--- src/rtl/assert_macros.svh ---
// ----------------------------------------------------------------------------
// assert_macros.svh
// Assertion shorthands for the splitter top level. They expect clk and
// arst_n in the enclosing scope.
// ----------------------------------------------------------------------------
`ifndef ASSERT_MACROS_SVH
`define ASSERT_MACROS_SVH

// Same-cycle implication, disabled while reset is applied.
`define ASSERT_IMPL(lbl, ante, cons) \
	lbl: assert property (@(posedge clk) disable iff (!arst_n) (ante) |-> (cons)) \
		else $error("splitter assertion failed");

// Next-cycle implication, disabled while reset is applied.
`define ASSERT_NEXT(lbl, ante, cons) \
	lbl: assert property (@(posedge clk) disable iff (!arst_n) (ante) |=> (cons)) \
		else $error("splitter assertion failed");

`endif

--- src/rtl/pels_pkg.sv ---
// ----------------------------------------------------------------------------
// pels_pkg
// Shared widths, register indexes and data types of the edge line splitter.
// ----------------------------------------------------------------------------
`default_nettype none

package pels_pkg;

	localparam int COORD_BITS   = 16;
	localparam int ON_LINE_BAND = 2;

	localparam int CW      = COORD_BITS;       // coordinate width
	localparam int DW      = CW + 1;           // direction width
	localparam int DFW     = CW + 1;           // difference of two coordinates
	localparam int MW      = DW + DFW;         // one product
	localparam int SW      = MW + 1;           // sum of two products
	localparam int SPL     = (SW + 1) / 2;     // low part of the split square
	localparam int SHW     = SW - SPL;         // high part of the split square
	localparam int QW      = 2 * SW;           // square of a cross product
	localparam int NW      = DFW + SW + 1;     // intersection numerator
	localparam int BAND_SQ = ON_LINE_BAND * ON_LINE_BAND;

	localparam int CFG_IDX_W = 2;
	localparam int CFG_DW    = DW;

	localparam logic [CFG_IDX_W-1:0] REG_ORIGIN_X = CFG_IDX_W'(0);
	localparam logic [CFG_IDX_W-1:0] REG_ORIGIN_Y = CFG_IDX_W'(1);
	localparam logic [CFG_IDX_W-1:0] REG_DIR_X    = CFG_IDX_W'(2);
	localparam logic [CFG_IDX_W-1:0] REG_DIR_Y    = CFG_IDX_W'(3);

	typedef enum logic [1:0] {
		SIDE_ON,
		SIDE_LEFT,
		SIDE_RIGHT
	} side_t;

	// Per-edge data that rides along with the arithmetic.
	typedef struct packed {
		logic signed [CW-1:0] ex;
		logic signed [CW-1:0] ey;
		side_t                ss;
		side_t                es;
	} tag_t;

	typedef struct packed {
		logic signed [NW-1:0] num_x;
		logic signed [NW-1:0] num_y;
		logic signed [SW-1:0] det;
		tag_t                 tag;
	} front_t;

	typedef struct packed {
		logic signed [CW-1:0] ix;
		logic signed [CW-1:0] iy;
		logic                 pe;
		tag_t                 tag;
	} div_res_t;

endpackage

`default_nettype wire

--- src/rtl/pels_out.sv ---
// ----------------------------------------------------------------------------
// pels_out
// Output register that turns one finished edge into one or two result
// requests and holds the pipeline when it cannot take another edge.
// ----------------------------------------------------------------------------
`default_nettype none

module pels_out (
	input  wire logic                          clk,
	input  wire logic                          arst_n,
	input  wire logic                          res_valid,
	input  pels_pkg::div_res_t                 res,
	input  wire logic                          out_stall,
	output logic                               adv,
	output logic                               out_valid,
	output logic signed [pels_pkg::CW-1:0]     point_x,
	output logic signed [pels_pkg::CW-1:0]     point_y,
	output logic                               to_left,
	output logic                               to_right,
	output logic                               parallel_error,
	output logic                               last
);
	import pels_pkg::*;

	div_res_t hold_q;
	logic     valid_q, phase_q;
	logic     two, first, take, done, free;

	always_comb begin
		two   = (hold_q.tag.es != SIDE_ON) && (hold_q.tag.ss != hold_q.tag.es);
		first = two && !phase_q;
		take  = valid_q && !out_stall;
		done  = take && !first;
		free  = !valid_q || done;
		adv   = !res_valid || free;
	end

	always_ff @(posedge clk) begin
		if (res_valid && free)
			hold_q <= res;
	end

	always_ff @(posedge clk or negedge arst_n) begin
		if (!arst_n) begin
			valid_q <= 1'b0;
			phase_q <= 1'b0;
		end else if (res_valid && free) begin
			valid_q <= 1'b1;
			phase_q <= 1'b0;
		end else if (done) begin
			valid_q <= 1'b0;
		end else if (take) begin
			phase_q <= 1'b1;
		end
	end

	assign out_valid      = valid_q;
	assign point_x        = first ? hold_q.ix : hold_q.tag.ex;
	assign point_y        = first ? hold_q.iy : hold_q.tag.ey;
	assign to_left        = first || (hold_q.tag.es != SIDE_RIGHT);
	assign to_right       = first || (hold_q.tag.es != SIDE_LEFT);
	assign parallel_error = first && hold_q.pe;
	assign last           = !first;

endmodule

`default_nettype wire

--- config.mk ---
export PLATFORM = sky130hd
export DESIGN_NAME = pels_out
export DESIGN_NICKNAME = d
export VERILOG_FILES = /design/src/rtl/assert_macros.svh /design/src/rtl/pels_pkg.sv /design/src/rtl/pels_out.sv
export SDC_FILE = /design/constraint.sdc
export NUM_CORES = 1
export LEC_CHECK = 0
export ABC_AREA = 1
export BUFFER_PORTS_ARGS = -buffer_cell sky130_fd_sc_hd__buf_2
export CAP_MARGIN = 10
export CORE_ASPECT_RATIO = 0.75
export CORE_MARGIN = 1
export CORE_UTILIZATION = 40
export DETAILED_ROUTE_END_ITERATION = 7
export GPL_TIMING_DRIVEN = 0
export PLACE_DENSITY_LB_ADDON = 0.15
export SYNTH_ARGS = -nofsm -noshare
export SYNTH_HDL_FRONTEND = slang
export SYNTH_SLANG_ARGS = --single-unit
--- constraint.sdc ---
create_clock -name clk -period 3.9 [get_ports clk]
set_input_delay 0.78 -clock clk [delete_from_list [all_inputs] [get_ports clk]]
set_output_delay 0.78 -clock clk [all_outputs]
set_load 0.03 [all_outputs]
# Word level (Yosys, flattened, before mapping)
# Cells that the tools add are included.
# word_totals
regBits	71
inputBits	73
out_inout_bits	38
wordCells	39
# op_classes
eq_ne	4
muxes	7
n_reduce_logical	19
# op_table
cell	n
16-bit 2-to-1 mux	2
1-bit logical AND	6
2-bit nonzero test	3
1-bit zero test	5
1-bit 2-to-1 mux	5
1-bit logical OR	4
2-bit by 1-bit != test with 1-bit output, second input constant	2
2-bit != test	1
2-bit != test, second input constant	1
2-bit AND reduction	1

# Logic depth before layout (Yosys ltp)
# Gate-level depths: netlist of run 1.
# logic_depth
word_depth	9
ltp_mapped	12
ltp_nobuf	11

# Worst setup path after synthesis of run 1
# Ideal clock, no wire load.
# synth_path
kind	input -> register
start	in out_stall
end	reg hold_q[0] (netlist bit) (enable)
setup_time_ps	423
arrival_ps	2398
t_required_ps	3477
slack_ps	1079
path_stages	5
path_buffers	0
path_cell_list	inv_1 > nand2_4 > nand2_2 > nand2_2 > inv_1
# synth_between
elab_chain_cells	5
# synth_rtl
item	line	source
start, declared	pels_out.sv:13	input wire logic out_stall,
1-bit zero test	pels_out.sv:32	take = valid_q && !out_stall;
1-bit logical AND	pels_out.sv:32	
1-bit logical AND	pels_out.sv:33	done = take && !first;
1-bit logical OR	pels_out.sv:34	free = !valid_q || done;
1-bit logical AND	pels_out.sv:39	if (res_valid && free)
end signal, assigned	pels_out.sv:40	hold_q <= res;
end, declared	pels_out.sv:25	div_res_t hold_q;
# Every way passes these cells.
# A chain may end at the register's enable or synchronous reset.

# Final worst setup path of run 1
# layout_path
start	reg hold_q[1] (netlist bit)
end	out point_x[11] (netlist bit)
# layout_between
elab_chain_cells	4
word_cells_on_any_way	5
cone_classes	eq/ne (1); mux (1); reduce/logical (3)
# layout_rtl
item	line	source
2-bit != test or 2-bit nonzero test (tied branches)	pels_out.sv:30	two = (hold_q.tag.es != SIDE_ON) && (hold_q.tag.ss != hold_q.tag.es);
1-bit logical AND (*)	pels_out.sv:30	
1-bit logical AND (*)	pels_out.sv:31	first = two && !phase_q;
16-bit 2-to-1 mux (*)	pels_out.sv:58	assign point_x = first ? hold_q.ix : hold_q.tag.ex;
end, declared	pels_out.sv:16	output logic signed [pels_pkg::CW-1:0] point_x,
# Mark *: on every way between the ends. The rest lies on a longest branch, timed or not.

==> flow_metrics.env, run 1 <==
export IMPL_power_frac_clock=0.218
export IMPL_hold_viol=0
export IMPL_antenna_cells=0
export IMPL_max_slew_worst_pin_slew_ns=0.5965
export IMPL_core_area_sq_um=6381
export IMPL_place_area_sq_um=3336
export IMPL_clock_path_buffers=2
export IMPL_wirelength_mm=5.411
export IMPL_cts_clk_slew_worst_paths_ns=0.07
export IMPL_ctsResizeCount=0
export IMPL_dp_worst_setup_slack_ns=1.578
export IMPL_h_tree_depth=3
export IMPL_finalMaxSlewViolations=0
export IMPL_vdd_drop_max_v=0.0003143
export IMPL_dp_cells=393
export IMPL_endpoint="point_x[11]"
export IMPL_antenna_found_initial=0
export IMPL_p_int_uw=1571
export IMPL_r2r_start="hold_q[1]$_DFFE_PP_"
export IMPL_crit_required_ns=3.12
export IMPL_period_needed_ns=2.637
export IMPL_vias_per_cell=4.465
export IMPL_crit_arrival_ns=1.86
export IMPL_cts_hold_buf=0
export IMPL_die_h_um=72.68
export IMPL_ant_nets=0
export IMPL_fillers=570
export IMPL_critical_path_class="reg -> out"
export IMPL_fp_row_count=25
export IMPL_syn_cell_area_sq_um=2664
export IMPL_worstSetupStartpoint="hold_q[1]$_DFFE_PP_"
export IMPL_r2r_cells=12
export IMPL_cts_sinks=71
export IMPL_timing_rr_end="hold_q[22]$_DFFE_PP_"
export IMPL_final_cell_area_sq_um=3525
export IMPL_grt_pass1_vias=1662
export IMPL_cts_tree="built"
export IMPL_path_max_fanout=10
export IMPL_fp_dieW_um=96.23
export IMPL_pwr_share_comb=0.373
export IMPL_relSlewSlack=0.6017
export IMPL_ys_warn_count=0
export IMPL_firstDrtPassIters=4
export IMPL_layout_drive_gt1_share=0.4146
export IMPL_worstSetupEndpointType="primary output"
export IMPL_die_area_sq_um=6994
export IMPL_gp_congestion=0.7001
export IMPL_drc=0
export IMPL_wl_per_cell_um=13.23
export IMPL_seqPwrFrac=0.409
export IMPL_stdcell_count=409
export IMPL_initial_utilization=0.4175
export IMPL_fmax_ghz=0.3792
export IMPL_hpwl_mm=3.807
export IMPL_area_delta_synth_final_pct=32.32
export IMPL_fin_ws_ns=1.263
export IMPL_syn_nets=274
export IMPL_insertion_delay_ns=0.34
export IMPL_p_leak_uw=0.001623
export IMPL_fin_nets=396
export IMPL_totalPowerFinal_uw=2565
export IMPL_status="complete, no violations"
export IMPL_period_share=0.6762
export IMPL_cap_violations=0
export IMPL_worstSetupStartpointType="flip-flop"
export IMPL_rsz0062_at_grt="false"
export IMPL_cts_root_buf="clkbuf_8"
export IMPL_grt_overflow_total=0
export IMPL_postCtsSetupRepairBufs=0
export IMPL_switching_power_uw=993.4
export IMPL_synth_area_per_cell_sq_um=13.25
export IMPL_pwr_density_cell_nw_per_um2=727.7
export IMPL_synth_seq_cells=71
export IMPL_io_buffer_count=110
export IMPL_top_level_ports=111
export IMPL_synth_yosys_seq_area_share=0.7966
export IMPL_ys_types=10
export IMPL_setup_tns_final_ns=0
export IMPL_vias=1826
export IMPL_setup_viol=0
export IMPL_hp_class="in -> async"
export IMPL_grt_max_degree=45
export IMPL_cts_buffers=9
export IMPL_drt_iter0_markers=89
export IMPL_netlist_instances=201
export IMPL_p_sw_frac=0.3873
export IMPL_grt_pass1_wl_mm=7.866
export IMPL_reg2reg_setup_slack_ns=1.69
export IMPL_finClkSkew_ns=0.006025
export IMPL_grt_use_total=0.1591
## power by group through the flow
stage	combinational (uW)	clock, uW	sequential, uW
floorplan	658	0	1070
global placement	945	0	1080
detailed placement	970	0	1070
CTS	971	575	1050
global route	1050	603	1060
finish	957	559	1050
## worst min-delay path by stage
stage                              from                    end  slack, ns  cells after the start
global route                     arst_n    phase_q$_DFFE_PN0P_       0.20                      1
detailed placement  phase_q$_DFFE_PN0P_    phase_q$_DFFE_PN0P_       0.48                      2
finish                           arst_n    phase_q$_DFFE_PN0P_       0.22                      1
global placement    phase_q$_DFFE_PN0P_    phase_q$_DFFE_PN0P_       0.47                      2
CTS                              arst_n  out_valid$_DFFE_PN0P_       0.20                      1
floorplan           phase_q$_DFFE_PN0P_    phase_q$_DFFE_PN0P_       0.44                      2
## kinds of logic after synthesis
| group | Yosys count | synth area share |
|---|---|---|
| simple gates | 115 | 0.1682 |
| flops | 71 | 0.7966 |
| buf+inv | 15 | 0.03523 |
## synthesized netlist by cell type
master	instances	area, sq um
nand2_2	2	12.51
edfxtp_1	69	2072
inv_1	8	30.03
nor2_1	1	3.750
buf_4	4	30.03
dfrtp_1	2	50.05
buf_6	3	33.78
nand2_4	1	11.26
nand3_1	3	15.01
nand2_1	108	405.4
## state kept, by name (all words and copies together) (netlist names)
signal,cells
out_valid,1
phase_q,1
hold_q,69
## layout by cell type (no fill, tap or decap), types with 3 or more instances in the layout
| master | instances |
|---|---|
| buf_2 | 110 |
| buf_4 | 4 |
| buf_6 | 3 |
| clkbuf_8 | 9 |
| clkinvlp_4 | 3 |
| edfxtp_1 | 69 |
| inv_1 | 7 |
| nand2_1 | 108 |
| nand3_1 | 3 |
## metrics by stage
| step | utilization | hold WS (ns) |
|---|---|---|
| floorplan | - | 0.4419 |
| global placement | 0.5196 | 0.4729 |
| detailed placement | 0.5227 | 0.4822 |
| CTS | 0.5524 | 0.1964 |
| global route | 0.5524 | 0.1979 |
| finish | 0.5524 | 0.2157 |
## critical path, cell delays in order, from the launching register on
cell and delay [ns]:
edfxtp_1 0.42, inv_1 0.09, nand2_1 0.05, nand2_1 0.05, nand2_1 0.05, nand2_1 0.07
nand2_1 0.07, inv_1 0.18, buf_4 0.22, nand2_1 0.08, nand2_1 0.05, buf_2 0.19
## final cells by class
class | count | area, sq um | share of cell area
flip-flops and latches | 71 | 2122 | 0.6021
repair buffers | 111 | 570.5 | 0.1619
multi-input cells | 115 | 447.9 | 0.1271
clock buffers | 10 | 127.6 | 0.03621
well taps | 81 | 101.3 | 0.02875
plain buffers | 7 | 63.81 | 0.01810
clock inverters | 6 | 61.31 | 0.01739
inverters | 8 | 30.03 | 0.008520
## per-layer routing
layer | part of all wire | track usage
met5 | 0 | 0
met1 | 0.45 | 0.2107
met4 | 0.011 | 0.06468
met3 | 0.077 | 0.07083
met2 | 0.46 | 0.2285
Note: power is estimated with default switching activity, not from simulation.
==> run 2: changes to the inputs <==
- clock period: 3.9 -> 2.2 ns (I/O delays scaled with it)
==> run 2 against run 1 <==
Global-route usage grew 0.78 points. Largest power group is now combinational logic. Non-clock buffer count rose by 7. Cell count is 2.0% higher. Combinational power grew 130%. Count of clock-buffer cells in the layout decreased by 1. Worst setup slack got worse by 1.2 ns. Sequential cell count unchanged. Total power grew 93%. Worst hold slack better by 0.053 ns.
==> flow_metrics.env, run 2 (same netlist as run 1, synthesis figures left out) <==
export IMPL_status="complete, no violations"
export IMPL_dr_wl_met3_um=394
export IMPL_crit_required_ns=1.76
export IMPL_worstSetupStartpointType="flip-flop"
export IMPL_setup_viol=0
export IMPL_initial_utilization=0.4175
export IMPL_wirelength_mm=5.522
export IMPL_regMostFlops="hold_q"
export IMPL_worstSetupEndpointType="primary output"
export IMPL_wl_met1_mm=2.347
export IMPL_antenna_found_initial=0
export IMPL_p_int_uw=3059
export IMPL_cts_root_buf="clkbuf_8"
export IMPL_final_cell_area_sq_um=3854
export IMPL_period_needed_ns=2.165
export IMPL_antenna_cells=0
export IMPL_pwr_share_comb=0.448
export IMPL_cts_sinks=71
export IMPL_pwr_density_cell_nw_per_um2=1283
export IMPL_path_max_fanout=10
export IMPL_power_frac_clock=0.175
export IMPL_vias=1847
export IMPL_core_area_sq_um=6381
export IMPL_max_slew_worst_pin_slew_ns=0.3029
export IMPL_hold_viol=0
export IMPL_grt_pass1_wl_mm=8.335
export IMPL_vdd_drop_max_v=0.0007203
export IMPL_grt_use_total=0.1669
export IMPL_grt_pass1_vias=1765
export IMPL_largest_reg_flops=69
export IMPL_hp_class="in -> reg"
export IMPL_wl_per_cell_um=13.24
export IMPL_p_sw_frac=0.3812
export IMPL_cts_clk_slew_worst_paths_ns=0.07
export IMPL_ant_nets=0
export IMPL_area_delta_synth_final_pct=44.67
export IMPL_crit_arrival_ns=1.73
export IMPL_io_buffer_count=110
export IMPL_cts_tree="built"
export IMPL_grt_overflow_total=0
export IMPL_critical_path_class="reg -> out"
export IMPL_firstDrtPassIters=4
export IMPL_die_h_um=72.68
export IMPL_fp_row_count=25
export IMPL_rsz0062_at_grt="true"
export IMPL_switching_power_uw=1884
export IMPL_gp_congestion=0.6886
export IMPL_seqPwrFrac=0.377
export IMPL_top_level_ports=111
export IMPL_p_leak_uw=0.001717
export IMPL_cts_buffers=9
export IMPL_fp_dieW_um=96.23
export IMPL_finClkSkew_ns=0.005031
export IMPL_fin_nets=404
export IMPL_fmax_ghz=0.4618
export IMPL_stdcell_count=417
export IMPL_insertion_delay_ns=0.34
export IMPL_place_area_sq_um=3349
export IMPL_cap_violations=0
export IMPL_relSlewSlack=0.7976
export IMPL_finalMaxSlewViolations=0
export IMPL_drt_iter0_markers=68
export IMPL_layout_drive_gt1_share=0.4940
export IMPL_die_area_sq_um=6994
export IMPL_layout_commonest_cell="nand2_1"
export IMPL_multi_input_area_sq_um=510.5
export IMPL_fillers=535
export IMPL_dp_cells=393
export IMPL_grt_max_degree=44
export IMPL_clock_path_buffers=2
export IMPL_vias_per_cell=4.429
export IMPL_ff_latch_area_sq_um=2122
export IMPL_h_tree_depth=3
export IMPL_hpwl_mm=3.748
export IMPL_final_cell_mix="90 x nand2_1, 75 x buf_2, 69 x edfxtp_1"
export IMPL_dr_max_layer_used="met4"
export IMPL_drc=0
export IMPL_wl_met2_mm=2.692
export IMPL_period_share=0.9843
## run 2: cell types whose count changed in the layout (fill, tap and decap cells not counted), sizes merged
cell         delta
buf             +5
bufinv          -1
clkinv          +2
clkinvlp        +2
dlygate4sd3     +1
inv             -1
## run 2: power groups by stage
stage,Sequential [uW],Combinational (uW),Clock [uW]
2_1_floorplan,1900,1180,0
5_1_grt,1890,2380,949
3_3_place_gp,1900,1690,0
4_1_cts,1860,1850,892
3_5_place_dp,1890,1720,0
6_report,1870,2210,864
## run 2: path summary, 6_finish.rpt
kind / start / end / slack (ns) / cells after the start
worst min register to register: phase_q$_DFFE_PN0P_ / phase_q$_DFFE_PN0P_ / 0.50 / 2
worst max-delay path: hold_q[0]$_DFFE_PP_ / point_x[8] / 0.03 / 11
max in group asynchronous: arst_n / phase_q$_DFFE_PN0P_ / 1.71 / 2
worst min-delay path: res[20] / hold_q[20]$_DFFE_PP_ / 0.27 / 1
worst max register to register: hold_q[0]$_DFFE_PP_ / hold_q[36]$_DFFE_PP_ / 0.38 / 11
min in group asynchronous: arst_n / out_valid$_DFFE_PN0P_ / 0.40 / 2
## run 2: metal layers
layer	vias to the layer above	track usage
met5	-	0
met4	0	0.06965
met3	10	0.06875
met2	60	0.2530
met1	848	0.2125
li1	929	-
## run 2: final cells by class
cell class                 count  share of cell area
multi-input combinational    115              0.1325
timing repair inverter         1            0.001948
buffer                         7             0.02338
clock inverter                 7             0.01039
clock buffer                   9             0.03214
sequential                    71              0.5507
tap                           81             0.02630
timing repair buffer         118              0.2133
inverter                       8            0.009416
## run 2: critical path: stages (launching register included)
cell and delay (ns):
edfxtp_1 0.42, inv_2 0.09, nand2_2 0.05, nand2_1 0.05, nand2_1 0.04, nand2_1 0.07
nand2_2 0.08, buf_6 0.15, buf_6 0.14, nand2_1 0.06, nand2_1 0.04, clkbuf_4 0.17
## run 2: metrics by stage
step	setup slack [ns]	power [uW]	utilization	setup TNS (ns)	hold WS (ns)
5_1_grt	-0.1157	5221	0.6039	-2.877	0.2489
3_3_place_gp	-0.7042	3583	0.5218	-48.37	0.2300
4_1_cts	0.0004055	4605	0.5635	0	0.2508
3_5_place_dp	-0.1270	3615	0.5249	-5.357	0.2285
6_report	0.03452	4943	0.6039	0	0.2688
2_1_floorplan	-0.2211	3084	-	-15.25	0.1444
## run 2: repair_timing
item | CTS | global route
endpoints found under the setup margin | 73 | 93
pin swaps | 0 | 7
hold buffers | 1 | 0
gates cloned | 1 | 0
buffers inserted | 2 | 4
hold endpoints to repair | 2 | 0
resized for setup | 21 | 95
